<file path="src/hw/rtl/ktc_pkg.sv">
package ktc_pkg;

    localparam int MAX_TOKEN_LEN_DEF = 63;
    localparam int LINE_BITS_DEF     = 24;

    localparam int HEAD_LEN   = 7;
    localparam int HEAD_W     = 8 * HEAD_LEN;
    localparam int CLASS_W    = 5;
    localparam int LEN_OUT_W  = 6;
    localparam int LINE_OUT_W = 24;
    localparam int S_DATA_W   = 8;
    localparam int S_USER_W   = 1;
    localparam int M_DATA_W   = 40;
    localparam int QUEUE_DEPTH = 4;
    localparam int NUM_OPS    = 13;
    localparam int NUM_KW     = 9;

    localparam logic [7:0] CH_SPACE   = 8'h20;
    localparam logic [7:0] CH_NEWLINE = 8'h0A;
    localparam logic [7:0] CH_DOT     = 8'h2E;
    localparam logic [7:0] CH_ZERO    = 8'h30;
    localparam logic [7:0] CH_NINE    = 8'h39;
    localparam logic [7:0] CH_O       = 8'h6F;
    localparam logic [7:0] CH_F       = 8'h66;
    localparam logic [7:0] CH_BAR     = 8'h7C;
    localparam logic [7:0] CH_AMP     = 8'h26;
    localparam logic [7:0] CH_LOW_A   = 8'h61;
    localparam logic [7:0] CH_LOW_Z   = 8'h7A;
    localparam logic [7:0] CH_UP_A    = 8'h41;
    localparam logic [7:0] CH_UP_Z    = 8'h5A;

    localparam logic [CLASS_W-1:0] CLS_ERROR    = 5'd0;
    localparam logic [CLASS_W-1:0] CLS_OP_FIRST = 5'd1;
    localparam logic [CLASS_W-1:0] CLS_RANGE    = 5'd14;
    localparam logic [CLASS_W-1:0] CLS_OF       = 5'd15;
    localparam logic [CLASS_W-1:0] CLS_INT      = 5'd16;
    localparam logic [CLASS_W-1:0] CLS_REAL     = 5'd17;
    localparam logic [CLASS_W-1:0] CLS_OR       = 5'd18;
    localparam logic [CLASS_W-1:0] CLS_AND      = 5'd19;
    localparam logic [CLASS_W-1:0] CLS_KW_FIRST = 5'd20;
    localparam logic [CLASS_W-1:0] CLS_IDENT    = 5'd29;

    typedef struct packed {
        logic full;
        logic empty;
    } q_status_t;

    function automatic logic [7:0] op_char(input int idx);
        logic [7:0] c;
        unique case (idx)
            0:  c = 8'h3D;
            1:  c = 8'h2B;
            2:  c = 8'h2D;
            3:  c = 8'h2A;
            4:  c = 8'h2F;
            5:  c = 8'h7B;
            6:  c = 8'h7D;
            7:  c = 8'h5B;
            8:  c = 8'h5D;
            9:  c = 8'h28;
            10: c = 8'h29;
            11: c = 8'h3B;
            default: c = 8'h3A;
        endcase
        return c;
    endfunction

    // keyword bytes, first char in the low byte, zero padded
    function automatic logic [HEAD_W-1:0] kw_text(input int idx);
        logic [HEAD_W-1:0] t;
        unique case (idx)
            0: t = 56'h65_7261_6c63_6564;
            1: t = 56'h72_6567_6574_6e69;
            2: t = 56'h6e_6165_6c6f_6f62;
            3: t = 56'h00_0000_657a_6973;
            4: t = 56'h00_0000_6c61_6572;
            5: t = 56'h00_0000_7473_696c;
            6: t = 56'h00_0079_6172_7261;
            7: t = 56'h00_6465_6767_616a;
            default: t = 56'h00_7365_756c_6176;
        endcase
        return t;
    endfunction

    function automatic logic [2:0] kw_len(input int idx);
        logic [2:0] n;
        unique case (idx)
            0, 1, 2: n = 3'd7;
            3, 4, 5: n = 3'd4;
            6:       n = 3'd5;
            default: n = 3'd6;
        endcase
        return n;
    endfunction

    function automatic logic is_digit(input logic [7:0] c);
        return (c >= CH_ZERO) && (c <= CH_NINE);
    endfunction

endpackage

</file>
<file path="src/hw/rtl/keyword_token_classifier.sv">
// Splits a byte stream into tokens at space and newline and classifies each one.
// One input item per cycle is taken; s_axis_tready falls only when the
// four-entry token queue between the scanner and the classifier is full.
// Every closing item (space, newline or end_of_text) yields one result, which
// passes through the token queue and is then held in an output register; a full
// queue plus a stalled output register is what stops the input.
module keyword_token_classifier #(
    parameter int MAX_TOKEN_LEN = ktc_pkg::MAX_TOKEN_LEN_DEF,
    parameter int LINE_BITS     = ktc_pkg::LINE_BITS_DEF
) (
    input  logic                         aclk,
    input  logic                         aresetn,
    input  logic                         s_axis_tvalid,
    output logic                         s_axis_tready,
    input  logic [ktc_pkg::S_DATA_W-1:0] s_axis_tdata,   // [7:0] text_byte
    input  logic [ktc_pkg::S_USER_W-1:0] s_axis_tuser,   // [0] end_of_text
    output logic                         m_axis_tvalid,
    input  logic                         m_axis_tready,
    // [4:0] token_class, [10:5] token_length, [34:11] line_number, [39:35] zero
    output logic [ktc_pkg::M_DATA_W-1:0] m_axis_tdata
);

    localparam int CNT_W = $clog2(MAX_TOKEN_LEN + 1);
    localparam int REC_W = ktc_pkg::HEAD_W + CNT_W + 2 + LINE_BITS;

    ktc_pkg::q_status_t q_status;
    logic               push_valid;
    logic [REC_W-1:0]   push_data;
    logic               pop;
    logic [REC_W-1:0]   rec_data;

    ktc_scan #(
        .MAX_TOKEN_LEN(MAX_TOKEN_LEN),
        .LINE_BITS    (LINE_BITS)
    ) u_scan (
        .aclk         (aclk),
        .aresetn      (aresetn),
        .s_axis_tvalid(s_axis_tvalid),
        .s_axis_tready(s_axis_tready),
        .s_axis_tdata (s_axis_tdata),
        .s_axis_tuser (s_axis_tuser),
        .q_status     (q_status),
        .push_valid   (push_valid),
        .push_data    (push_data)
    );

    ktc_fifo #(
        .WIDTH(REC_W),
        .DEPTH(ktc_pkg::QUEUE_DEPTH)
    ) u_fifo (
        .aclk   (aclk),
        .aresetn(aresetn),
        .push   (push_valid),
        .wr_data(push_data),
        .pop    (pop),
        .rd_data(rec_data),
        .status (q_status)
    );

    ktc_class #(
        .MAX_TOKEN_LEN(MAX_TOKEN_LEN),
        .LINE_BITS    (LINE_BITS)
    ) u_class (
        .aclk         (aclk),
        .aresetn      (aresetn),
        .q_status     (q_status),
        .rec_data     (rec_data),
        .pop          (pop),
        .m_axis_tvalid(m_axis_tvalid),
        .m_axis_tready(m_axis_tready),
        .m_axis_tdata (m_axis_tdata)
    );

endmodule

</file>
<file path="src/hw/rtl/ktc_scan.sv">
module ktc_scan #(
    parameter int MAX_TOKEN_LEN = ktc_pkg::MAX_TOKEN_LEN_DEF,
    parameter int LINE_BITS     = ktc_pkg::LINE_BITS_DEF
) (
    input  logic                                  aclk,
    input  logic                                  aresetn,
    input  logic                                  s_axis_tvalid,
    output logic                                  s_axis_tready,
    input  logic [ktc_pkg::S_DATA_W-1:0]          s_axis_tdata,
    input  logic [ktc_pkg::S_USER_W-1:0]          s_axis_tuser,
    input  ktc_pkg::q_status_t                    q_status,
    output logic                                  push_valid,
    output logic [ktc_pkg::HEAD_W+$clog2(MAX_TOKEN_LEN+1)+2+LINE_BITS-1:0] push_data
);

    localparam int CNT_W = $clog2(MAX_TOKEN_LEN + 1);

    logic [ktc_pkg::HEAD_W-1:0] head_reg, head_next;
    logic [CNT_W-1:0]           cnt_reg, cnt_next;
    logic                       dot_reg, dot_next;
    logic                       bad_reg, bad_next;
    logic [LINE_BITS-1:0]       line_reg, line_next;

    logic       accept;
    logic       eot;
    logic [7:0] c;
    logic       close_tok;

    assign c             = s_axis_tdata[7:0];
    assign eot           = s_axis_tuser[0];
    assign s_axis_tready = !q_status.full;
    assign accept        = s_axis_tvalid && s_axis_tready;
    assign close_tok     = eot || (c == ktc_pkg::CH_SPACE) || (c == ktc_pkg::CH_NEWLINE);

    assign push_valid = accept && close_tok;
    assign push_data  = {line_reg, bad_reg, dot_reg, cnt_reg, head_reg};

    always_comb begin
        head_next = head_reg;
        cnt_next  = cnt_reg;
        dot_next  = dot_reg;
        bad_next  = bad_reg;
        line_next = line_reg;
        if (accept) begin
            if (close_tok) begin
                head_next = '0;
                cnt_next  = '0;
                dot_next  = 1'b0;
                bad_next  = 1'b0;
                if (!eot && (c == ktc_pkg::CH_NEWLINE) && (line_reg != {LINE_BITS{1'b1}})) begin
                    line_next = line_reg + LINE_BITS'(1);
                end
            end else begin
                if (cnt_reg < CNT_W'(ktc_pkg::HEAD_LEN)) begin
                    head_next[8*cnt_reg[2:0] +: 8] = c;
                end
                if (cnt_reg < CNT_W'(MAX_TOKEN_LEN)) begin
                    cnt_next = cnt_reg + CNT_W'(1);
                end
                if (c == ktc_pkg::CH_DOT) begin
                    if (dot_reg) begin
                        bad_next = 1'b1;
                    end
                    dot_next = 1'b1;
                end else if (!ktc_pkg::is_digit(c)) begin
                    bad_next = 1'b1;
                end
            end
        end
    end

    always_ff @(posedge aclk) begin
        if (!aresetn) begin
            head_reg <= '0;
            cnt_reg  <= '0;
            dot_reg  <= 1'b0;
            bad_reg  <= 1'b0;
            line_reg <= LINE_BITS'(1);
        end else begin
            head_reg <= head_next;
            cnt_reg  <= cnt_next;
            dot_reg  <= dot_next;
            bad_reg  <= bad_next;
            line_reg <= line_next;
        end
    end

endmodule

</file>
<file path="src/hw/rtl/ktc_fifo.sv">
module ktc_fifo #(
    parameter int WIDTH = 8,
    parameter int DEPTH = ktc_pkg::QUEUE_DEPTH
) (
    input  logic               aclk,
    input  logic               aresetn,
    input  logic               push,
    input  logic [WIDTH-1:0]   wr_data,
    input  logic               pop,
    output logic [WIDTH-1:0]   rd_data,
    output ktc_pkg::q_status_t status
);

    localparam int PTR_W = (DEPTH > 1) ? $clog2(DEPTH) : 1;
    localparam int CNT_W = $clog2(DEPTH + 1);

    logic [WIDTH-1:0] mem_reg [DEPTH];
    logic [PTR_W-1:0] wr_ptr_reg, wr_ptr_next;
    logic [PTR_W-1:0] rd_ptr_reg, rd_ptr_next;
    logic [CNT_W-1:0] cnt_reg, cnt_next;
    logic             do_push, do_pop;

    assign status.full  = (cnt_reg == CNT_W'(DEPTH));
    assign status.empty = (cnt_reg == '0);
    assign do_push = push && !status.full;
    assign do_pop  = pop && !status.empty;
    assign rd_data = mem_reg[rd_ptr_reg];

    always_comb begin
        wr_ptr_next = wr_ptr_reg;
        rd_ptr_next = rd_ptr_reg;
        cnt_next    = cnt_reg;
        if (do_push) begin
            wr_ptr_next = (wr_ptr_reg == PTR_W'(DEPTH - 1)) ? '0 : wr_ptr_reg + PTR_W'(1);
        end
        if (do_pop) begin
            rd_ptr_next = (rd_ptr_reg == PTR_W'(DEPTH - 1)) ? '0 : rd_ptr_reg + PTR_W'(1);
        end
        if (do_push && !do_pop) begin
            cnt_next = cnt_reg + CNT_W'(1);
        end else if (do_pop && !do_push) begin
            cnt_next = cnt_reg - CNT_W'(1);
        end
    end

    always_ff @(posedge aclk) begin
        if (do_push) begin
            mem_reg[wr_ptr_reg] <= wr_data;
        end
    end

    always_ff @(posedge aclk) begin
        if (!aresetn) begin
            wr_ptr_reg <= '0;
            rd_ptr_reg <= '0;
            cnt_reg    <= '0;
        end else begin
            wr_ptr_reg <= wr_ptr_next;
            rd_ptr_reg <= rd_ptr_next;
            cnt_reg    <= cnt_next;
        end
    end

endmodule

</file>
<file path="src/hw/rtl/ktc_class.sv">
module ktc_class #(
    parameter int MAX_TOKEN_LEN = ktc_pkg::MAX_TOKEN_LEN_DEF,
    parameter int LINE_BITS     = ktc_pkg::LINE_BITS_DEF
) (
    input  logic                         aclk,
    input  logic                         aresetn,
    input  ktc_pkg::q_status_t           q_status,
    input  logic [ktc_pkg::HEAD_W+$clog2(MAX_TOKEN_LEN+1)+2+LINE_BITS-1:0] rec_data,
    output logic                         pop,
    output logic                         m_axis_tvalid,
    input  logic                         m_axis_tready,
    output logic [ktc_pkg::M_DATA_W-1:0] m_axis_tdata
);

    localparam int CNT_W = $clog2(MAX_TOKEN_LEN + 1);
    localparam int PAD_W = ktc_pkg::M_DATA_W - ktc_pkg::CLASS_W - ktc_pkg::LEN_OUT_W
                           - ktc_pkg::LINE_OUT_W;

    logic [ktc_pkg::HEAD_W-1:0] head;
    logic [CNT_W-1:0]           n;
    logic                       dot_seen;
    logic                       num_bad;
    logic [LINE_BITS-1:0]       line;
    logic [7:0]                 b0, b1, b2;
    logic                       op_hit;
    logic [ktc_pkg::CLASS_W-1:0] op_cls;
    logic                       kw_hit;
    logic [ktc_pkg::CLASS_W-1:0] kw_cls;
    logic [ktc_pkg::CLASS_W-1:0] cls;

    logic                          valid_reg, valid_next;
    logic [ktc_pkg::CLASS_W-1:0]   cls_reg;
    logic [ktc_pkg::LEN_OUT_W-1:0] len_reg;
    logic [ktc_pkg::LINE_OUT_W-1:0] line_out_reg;

    assign {line, num_bad, dot_seen, n, head} = rec_data;
    assign b0 = head[7:0];
    assign b1 = head[15:8];
    assign b2 = head[23:16];

    always_comb begin
        op_hit = 1'b0;
        op_cls = ktc_pkg::CLS_ERROR;
        for (int i = 0; i < ktc_pkg::NUM_OPS; i++) begin
            if (b0 == ktc_pkg::op_char(i)) begin
                op_hit = 1'b1;
                op_cls = ktc_pkg::CLS_OP_FIRST + ktc_pkg::CLASS_W'(i);
            end
        end
    end

    always_comb begin
        kw_hit = 1'b0;
        kw_cls = ktc_pkg::CLS_ERROR;
        for (int i = 0; i < ktc_pkg::NUM_KW; i++) begin
            if ((n == CNT_W'(ktc_pkg::kw_len(i))) && (head == ktc_pkg::kw_text(i))) begin
                kw_hit = 1'b1;
                kw_cls = ktc_pkg::CLS_KW_FIRST + ktc_pkg::CLASS_W'(i);
            end
        end
    end

    always_comb begin
        priority if (n == '0) begin
            cls = ktc_pkg::CLS_ERROR;
        end else if ((n == CNT_W'(1)) && op_hit) begin
            cls = op_cls;
        end else if ((n == CNT_W'(2)) && (b0 == ktc_pkg::CH_DOT) && (b1 == ktc_pkg::CH_DOT)) begin
            cls = ktc_pkg::CLS_RANGE;
        end else if ((n == CNT_W'(2)) && (b0 == ktc_pkg::CH_O) && (b1 == ktc_pkg::CH_F)) begin
            cls = ktc_pkg::CLS_OF;
        end else if (ktc_pkg::is_digit(b0)) begin
            cls = num_bad ? ktc_pkg::CLS_ERROR
                          : (dot_seen ? ktc_pkg::CLS_REAL : ktc_pkg::CLS_INT);
        end else if ((n == CNT_W'(3)) && (b0 == ktc_pkg::CH_BAR) && (b1 == ktc_pkg::CH_BAR)
                     && (b2 == ktc_pkg::CH_BAR)) begin
            cls = ktc_pkg::CLS_OR;
        end else if ((n == CNT_W'(3)) && (b0 == ktc_pkg::CH_AMP) && (b1 == ktc_pkg::CH_AMP)
                     && (b2 == ktc_pkg::CH_AMP)) begin
            cls = ktc_pkg::CLS_AND;
        end else if (kw_hit) begin
            cls = kw_cls;
        end else if (((b0 >= ktc_pkg::CH_LOW_A) && (b0 <= ktc_pkg::CH_LOW_Z))
                     || ((b0 >= ktc_pkg::CH_UP_A) && (b0 <= ktc_pkg::CH_UP_Z))) begin
            cls = ktc_pkg::CLS_IDENT;
        end else begin
            cls = ktc_pkg::CLS_ERROR;
        end
    end

    assign pop = !q_status.empty && (!valid_reg || m_axis_tready);

    always_comb begin
        valid_next = valid_reg;
        if (pop) begin
            valid_next = 1'b1;
        end else if (m_axis_tready) begin
            valid_next = 1'b0;
        end
    end

    always_ff @(posedge aclk) begin
        if (!aresetn) begin
            valid_reg <= 1'b0;
        end else begin
            valid_reg <= valid_next;
        end
    end

    always_ff @(posedge aclk) begin
        if (pop) begin
            cls_reg      <= cls;
            len_reg      <= ktc_pkg::LEN_OUT_W'(n);
            line_out_reg <= ktc_pkg::LINE_OUT_W'(line);
        end
    end

    assign m_axis_tvalid = valid_reg;
    assign m_axis_tdata  = {{PAD_W{1'b0}}, line_out_reg, len_reg, cls_reg};

endmodule

</file>
<file path="config.mk">
export PLATFORM = sky130hd
export DESIGN_NAME = keyword_token_classifier
export DESIGN_NICKNAME = d
export VERILOG_FILES = /design/src/hw/rtl/ktc_pkg.sv /design/src/hw/rtl/keyword_token_classifier.sv /design/src/hw/rtl/ktc_scan.sv /design/src/hw/rtl/ktc_fifo.sv /design/src/hw/rtl/ktc_class.sv
export SDC_FILE = /design/constraint.sdc
export NUM_CORES = 1
export LEC_CHECK = 0
export BUFFER_PORTS_ARGS = -buffer_cell sky130_fd_sc_hd__buf_2
export CAP_MARGIN = 20
export CELL_PAD_IN_SITES_DETAIL_PLACEMENT = 0
export CELL_PAD_IN_SITES_GLOBAL_PLACEMENT = 1
export CORE_UTILIZATION = 55
export CTS_CLUSTER_SIZE = 10
export DETAILED_ROUTE_END_ITERATION = 6
export PLACE_DENSITY_LB_ADDON = 0.3
export SLEW_MARGIN = 10
export SYNTH_ARGS = -nofsm -noshare
export SYNTH_HDL_FRONTEND = slang
export SYNTH_SLANG_ARGS = --single-unit
</file>
<file path="constraint.sdc">
create_clock -name aclk -period 9.69 [get_ports aclk]
set_clock_uncertainty 0.2 [all_clocks]
set_input_delay 0.969 -clock aclk [delete_from_list [all_inputs] [get_ports aclk]]
set_output_delay 0.969 -clock aclk [all_outputs]
set_load 0.05 [all_outputs]
</file>
== After elaboration in Yosys (flattened, before gate mapping) ==
Memories as Yosys holds them, arrays and structs flattened. A register that Yosys moved wholly into a read port is not among the register bits.
Cells that the tools add are included.

* Eq/ne operators: 48
* Add/subtract/negate cells: 7
* $lt $le $gt $ge: 10
* Reductions and logical operators: 55
* Multiplexer cells: 75
* Shift-type cells: 2

{| class="wikitable"
|+ Operators with widths
! kind !! number
|-
| $eq A56 B31 Y1 const B || 3
|-
| $eq A56 B55 Y1 const B || 3
|-
| $eq A8 B6 Y1 const B || 16
|-
| $eq A56 B47 Y1 const B || 2
|-
| $mux W56 || 2
|-
| $mux W5 || 18
|-
| $eq A8 B7 Y1 const B || 9
|-
| $bwmux W56 || 1
|-
| $eq A56 B39 Y1 const B || 1
|-
| $shift A8 B34 Y56 const A || 1
|-
| $shiftx A8 B34 Y56 || 1
|-
| $mux W1 || 34
|-
| $neg A6 Y34 || 1
|-
| $logic_and A1 B1 Y1 || 33
|-
| $add A24 B1 Y24 const B || 1
|-
| $eq A6 B3 Y1 const B || 4
|-
| $mux W4 || 6
|-
| $ne A24 B24 Y1 const B || 1
|-
| $mux W3 || 6
|-
| $ge A8 B6 Y1 const B || 2
|-
| $ge A8 B7 Y1 const B || 2
|-
| $le A8 B6 Y1 const B || 2
|-
| $le A8 B7 Y1 const B || 2
|-
| $eq A6 B2 Y1 const B || 2
|-
| other kinds (20) || 44
|}

* Word-level logic and storage cells: 210
* Memories: 1
* Bits in writable memories: 352
* Output and inout bits: 42
* Bits in registers: 131
* Bits of input ports: 13

{| class="wikitable"
|+ Memory list
! memory !! words !! width !! read ports !! clocked after Yosys merged registers in !! wr ports !! line !! text
|-
| u_fifo.mem_reg || 4 || 88 || 1 || 1 || 1 || ktc_fifo.sv:17 || <nowiki>logic [WIDTH-1:0] mem_reg [DEPTH];</nowiki>
|}

== Depth between registers and ports, before layout ==
* Word-level depth: 18
* Depth in mapped cells: 13
* Gate-level depth less buffers: 11

== Cells and area by module ==
A second synthesis with hierarchy kept.

* Cells, all modules: 1,145
* Area total of the unflattened synthesis: 19,248.5 µm²

{| class="wikitable"
|+ By module, submodules not included
! module !! area an instance (µm²) !! seq. area each (µm²) !! cells each !! instances
|-
| ktc_fifo || 13,160.1 || 10,750.3 || 511 || 1
|-
| ktc_scan || 3,676.0 || 1,761.7 || 391 || 1
|-
| ktc_class || 2,412.3 || 1,071.0 || 243 || 1
|}

== Least setup slack after synthesis ==
No wires, ideal clock.

* Path type: input port to flip-flop
* Start: input port s_axis_tdata[4] (netlist bit)
* End: memory u_fifo.mem_reg[0][0] (netlist bit), enable pin
* Slack: 4.807 ns
* Arrival: 4.226 ns
* Path buffers: 2
* Stages on the path: 6
* Required time: 9.033 ns
* Setup time: 0.457 ns
* Path through: clkbuf_1 -> or4_1 -> nor2_1 -> a21o_1 -> buf_2 -> and3_1

* Longest elaborated chain between the ends: 7
* Elaborated cells on any way between the ends: 8
* Classes of those cells: 2 x eq/ne; 2 x mux; 4 x reduce/logical

{| class="wikitable"
|+ RTL lines
! what !! line !! text
|-
| start: declaration || keyword_token_classifier.sv:15 || <nowiki>input logic [ktc_pkg::S_DATA_W-1:0] s_axis_tdata,</nowiki>
|-
| $eq A8 B6 Y1 || ktc_scan.sv:33 || <nowiki>assign close_tok = eot || (c == ktc_pkg::CH_SPACE) || (c == ktc_pkg::CH_NEWLINE);</nowiki>
|-
| $logic_or A1 B1 Y1 || ktc_scan.sv:33 ||
|-
| $logic_or A1 B1 Y1 * || ktc_scan.sv:33 ||
|-
| $logic_and A1 B1 Y1 * || ktc_scan.sv:35 || <nowiki>assign push_valid = accept && close_tok;</nowiki>
|-
| $logic_and A1 B1 Y1 * || ktc_fifo.sv:25 || <nowiki>assign do_push = push && !status.full;</nowiki>
|-
| $mux W1 * || ktc_fifo.sv:47 || <nowiki>if (do_push) begin</nowiki>
|-
| $mux W1 (not written as such) * || ktc_fifo.sv:48 || <nowiki>mem_reg[wr_ptr_reg] <= wr_data;</nowiki>
|-
| end: declaration || ktc_fifo.sv:17 ||
|}

Mark *: on every way between the ends. The rest lies on a longest branch, timed or not.

==> summary.md <==
### STA
* 1.11 ns — transition time of the tightest slew-check pin
* 0 — Setup Viol. Count Final
* 25.9% — worst max-slew margin expressed relative to the limit
* 5.12 ns — clock period minus final worst setup slack
* false — unrepaired setup endpoints after global routing
* 0.293 ns — hold slack
* 0 ns — Fin Setup TNS
* 195 MHz — timing-limited maximum frequency
* 0 — count of final max-slew check failures
* 52.8% — period utilisation layout
* 0 — Fin. Hold Viols

### Status
* finished clean — result of the run

### Worst setup path
* reg2reg — Worst Path Class, Setup
* 5.22 ns — Data arrival, critical path
* buf_4 -> buf_4 -> mux4_2 -> nand4bb_1 -> nor4_1 -> nand4_1 -> or4_1 -> o311a_1 -> or4b_1 -> a31oi_1 — crit-path cells
* sky130_fd_sc_hd__buf_4 — library cell appearing most often on the critical path
* flop — crit start category
* 33 — worst-path fanout max
* 9.79 ns — data required time of the worst path
* sky130_fd_sc_hd__mux4_2 — cell with the largest stage delay on the worst path
* 0.72 ns — Crit path largest cell delay
* flop — category of the worst setup path capture point

### Floorplan
* 189 um — y dimension of the die
* 68 — Rows
* 34,500 um2 — core area
* 35,600 um2 — Die Outline Area
* 55.6% — starting density of the core
* 55 — I/O pins
* 189 um — horizontal die dimension

### Synthesis
* 10.1% — fraction of synthesized area in multiplexers
* 65 — number of different library cells in the post-synthesis netlist
* 1,198 — gate count after technology mapping
* 387 x sky130_fd_sc_hd__edfxtp_1, 120 x sky130_fd_sc_hd__nor2_1, 98 x sky130_fd_sc_hd__dfxtp_1 — most common library cells after synthesis
* 19,200 um2 — post-synth design cell area
* sky130_fd_sc_hd__edfxtp_1 — most numerous cell in the Yosys netlist
* 11.1% — simple-gate portion of the synthesized area
* sky130_fd_sc_hd__edfxtp_1 61%, sky130_fd_sc_hd__dfxtp_1 10%, sky130_fd_sc_hd__mux4_2 9.3% — Area contributors post-synth
* 0 — total of warnings raised by yosys
* 0.953% — adder-cell share of the synthesized area
* sky130_fd_sc_hd__edfxtp_1 — top cell type by total area after synthesis
* simple AND/OR/NAND/NOR gates — combinational family with the most area after synthesis
* 60.6% — area fraction of the dominant cell type after synthesis
* sky130_fd_sc_hd__edfxtp_1 — ys flop type
* 16.0 um2 — average size of a mapped cell
* 70.9% — fraction of the yosys area taken by sequential cells
* 485 — Yosys reg bits
* 1.14% — post-synthesis share of cell area spent on xor and xnor gates
* 0% — fraction of synthesis flops using an asynchronous set or reset pin
* 4.08% — post-synthesis compound-gate area fraction
* 387 — number of flops mapped to enable cells by yosys

### Detailed routing
* 1,004 — drt initial violations
* 23.7 um — Avg WL per Cell
* 42,000 um — final routed wirelength across all metal layers
* 0 — Detail Route Antenna Nets
* 5 — drt pass-1 iters
* 10,800 — via count
* 0 — detailed-route DRC error count
* 6.09 — Via-to-Cell Ratio

### Clock network
* 0.59 ns — worst-skew pair later-pin latency
* yes — clock tree from TritonCTS
* 0.06 ns — clock transition at the registers of the reported paths
* 0 — CTS hold repair buffers
* sky130_fd_sc_hd__clkbuf_16 — clock root buffer
* 3 — maximum clock insertion buffer count
* 0 — # Post-CTS Setup Buffers
* 55 — Num CTS Buffers
* 0 — post-cts resize count
* 485 — CTS sink count
* 2 — count of H-tree levels built during CTS

### Place
* 49 — number of input and output port buffers inserted
* 0.901 — routability cong.
* 26,200 um — detailed placer's ending HPWL
* 19,900 um2 — total placed instance area

### Power and ir drop
* 43.0% — sequential fraction of design power
* 1.84 mW — Switch Pwr
* 32.1% — Clock Power Share
* 4.07 mW — Internal Pwr Total
* 24.9% — fraction of power consumed by combinational cells
* 275 nW/um2 — power density cells
* 0.202 mV — peak supply drop
* 31.1% — switching portion of total power
* 6.72 nW — Static Leak

### Cells and area
* 1,296 — final-stage net count
* 16.9% — share of cells above drive strength 1
* 0 — count of inserted antenna diode cells
* 21,500 um2 — area of all placed cells without fillers
* 352 — max FFs per register
* 12.2% — P&R area growth vs syn

### GRT
* 10,800 — via count of the first global-routing pass
* 0 — initial antenna violation count
* 82 — largest net degree at the start of global routing
* 0 — total global routing overflow
* 24.3% — Global Route Usage Sum
* 64,400 um — first-pass GRT wire length

### Run
* 0 — Max-Cap Viols

### Worst hold path
* u_scan.head_reg[6] — beginning of the worst hold path
* reg2reg — worst min path class

area by class of cell:
class	instances	area, um2
Tap cell	455	569
Clock inverter	5	86.3
Clock buffer	99	1560
Inverter	17	63.8
Multi-Input combinational cell	650	5300
Timing Repair Buffer	60	328
Sequential cell	485	13600
Fill cell	2518	13000
power groups by stage:
stage	Sequential (mW)	Clock, mW	Combinational, mW
floorplan	2.80	0	0.885
global placement	2.58	0	1.47
detailed placement	2.59	0	1.47
CTS	2.55	1.93	1.48
global route	2.56	2.01	1.56
finish	2.54	1.89	1.47
layout by cell type, fill, tap and decap left out, types with 12 or more instances in the layout:
cell type	count
sky130_fd_sc_hd__nand2b_1	22
sky130_fd_sc_hd__nor2b_1	13
sky130_fd_sc_hd__nand2_1	54
sky130_fd_sc_hd__dfxtp_1	96
sky130_fd_sc_hd__edfxtp_1	387
sky130_fd_sc_hd__nor2_1	120
sky130_fd_sc_hd__clkbuf_16	55
sky130_fd_sc_hd__o21ai_0	12
sky130_fd_sc_hd__buf_2	49
sky130_fd_sc_hd__clkbuf_1	42
sky130_fd_sc_hd__nor4_1	21
sky130_fd_sc_hd__a21oi_1	30
sky130_fd_sc_hd__mux4_2	79
sky130_fd_sc_hd__a22oi_1	48
sky130_fd_sc_hd__nand3_1	31
sky130_fd_sc_hd__nor3_1	26
sky130_fd_sc_hd__nand4_1	28
sky130_fd_sc_hd__inv_1	15
sky130_fd_sc_hd__xor2_1	16
sky130_fd_sc_hd__ha_1	13
through the flow:
stage                     power (mW)  instances  utilization, %  setup slack [ns]
after global placement          4.06       1667            57.6              4.48
after detailed placement        4.06       1667            57.6              4.44
after CTS                       5.96       1771            62.4              4.43
final                           5.91       1771            62.4              4.57
after floorplan                 3.69       1202               -              4.81
after global routing            6.13       1771            62.4              4.11
final timing paths:
check	cells past startpoint	endpoint	slack [ns]
setup / recovery	10	u_class.cls_reg[3]	4.57
hold / removal	2	u_scan.head_reg[6]	0.29
setup reg to reg	10	u_class.cls_reg[3]	4.57
hold reg to reg	2	u_scan.head_reg[6]	0.29
worst max-delay path: cells and delay by family (launching register included):
kind / cells / cell delay (ns)
flops: 1 / 0.68
buf+inv: 2 / 1.25
simple gates: 5 / 1.69
compound gates: 2 / 0.24
mux: 1 / 0.72
kinds of logic (layout without fill, tap and decap cells):
family / after synthesis / after routing
mux: 87 / 87
simple gates: 401 / 401
flops: 485 / 485
other cells: 1 / 5
buf+inv: 67 / 181
compound gates: 118 / 118
xor+xnor: 25 / 25
fa+ha+maj: 14 / 14
routing by layer:
layer	vias up	track usage [%]	share of wire, %
li1	4866	-	-
met1	5514	32.9	42
met2	339	40.1	50
met3	73	3.76	5.8
met4	0	9.00	2.7
met5	-	0	0
(Power assumes the default switching activity.)
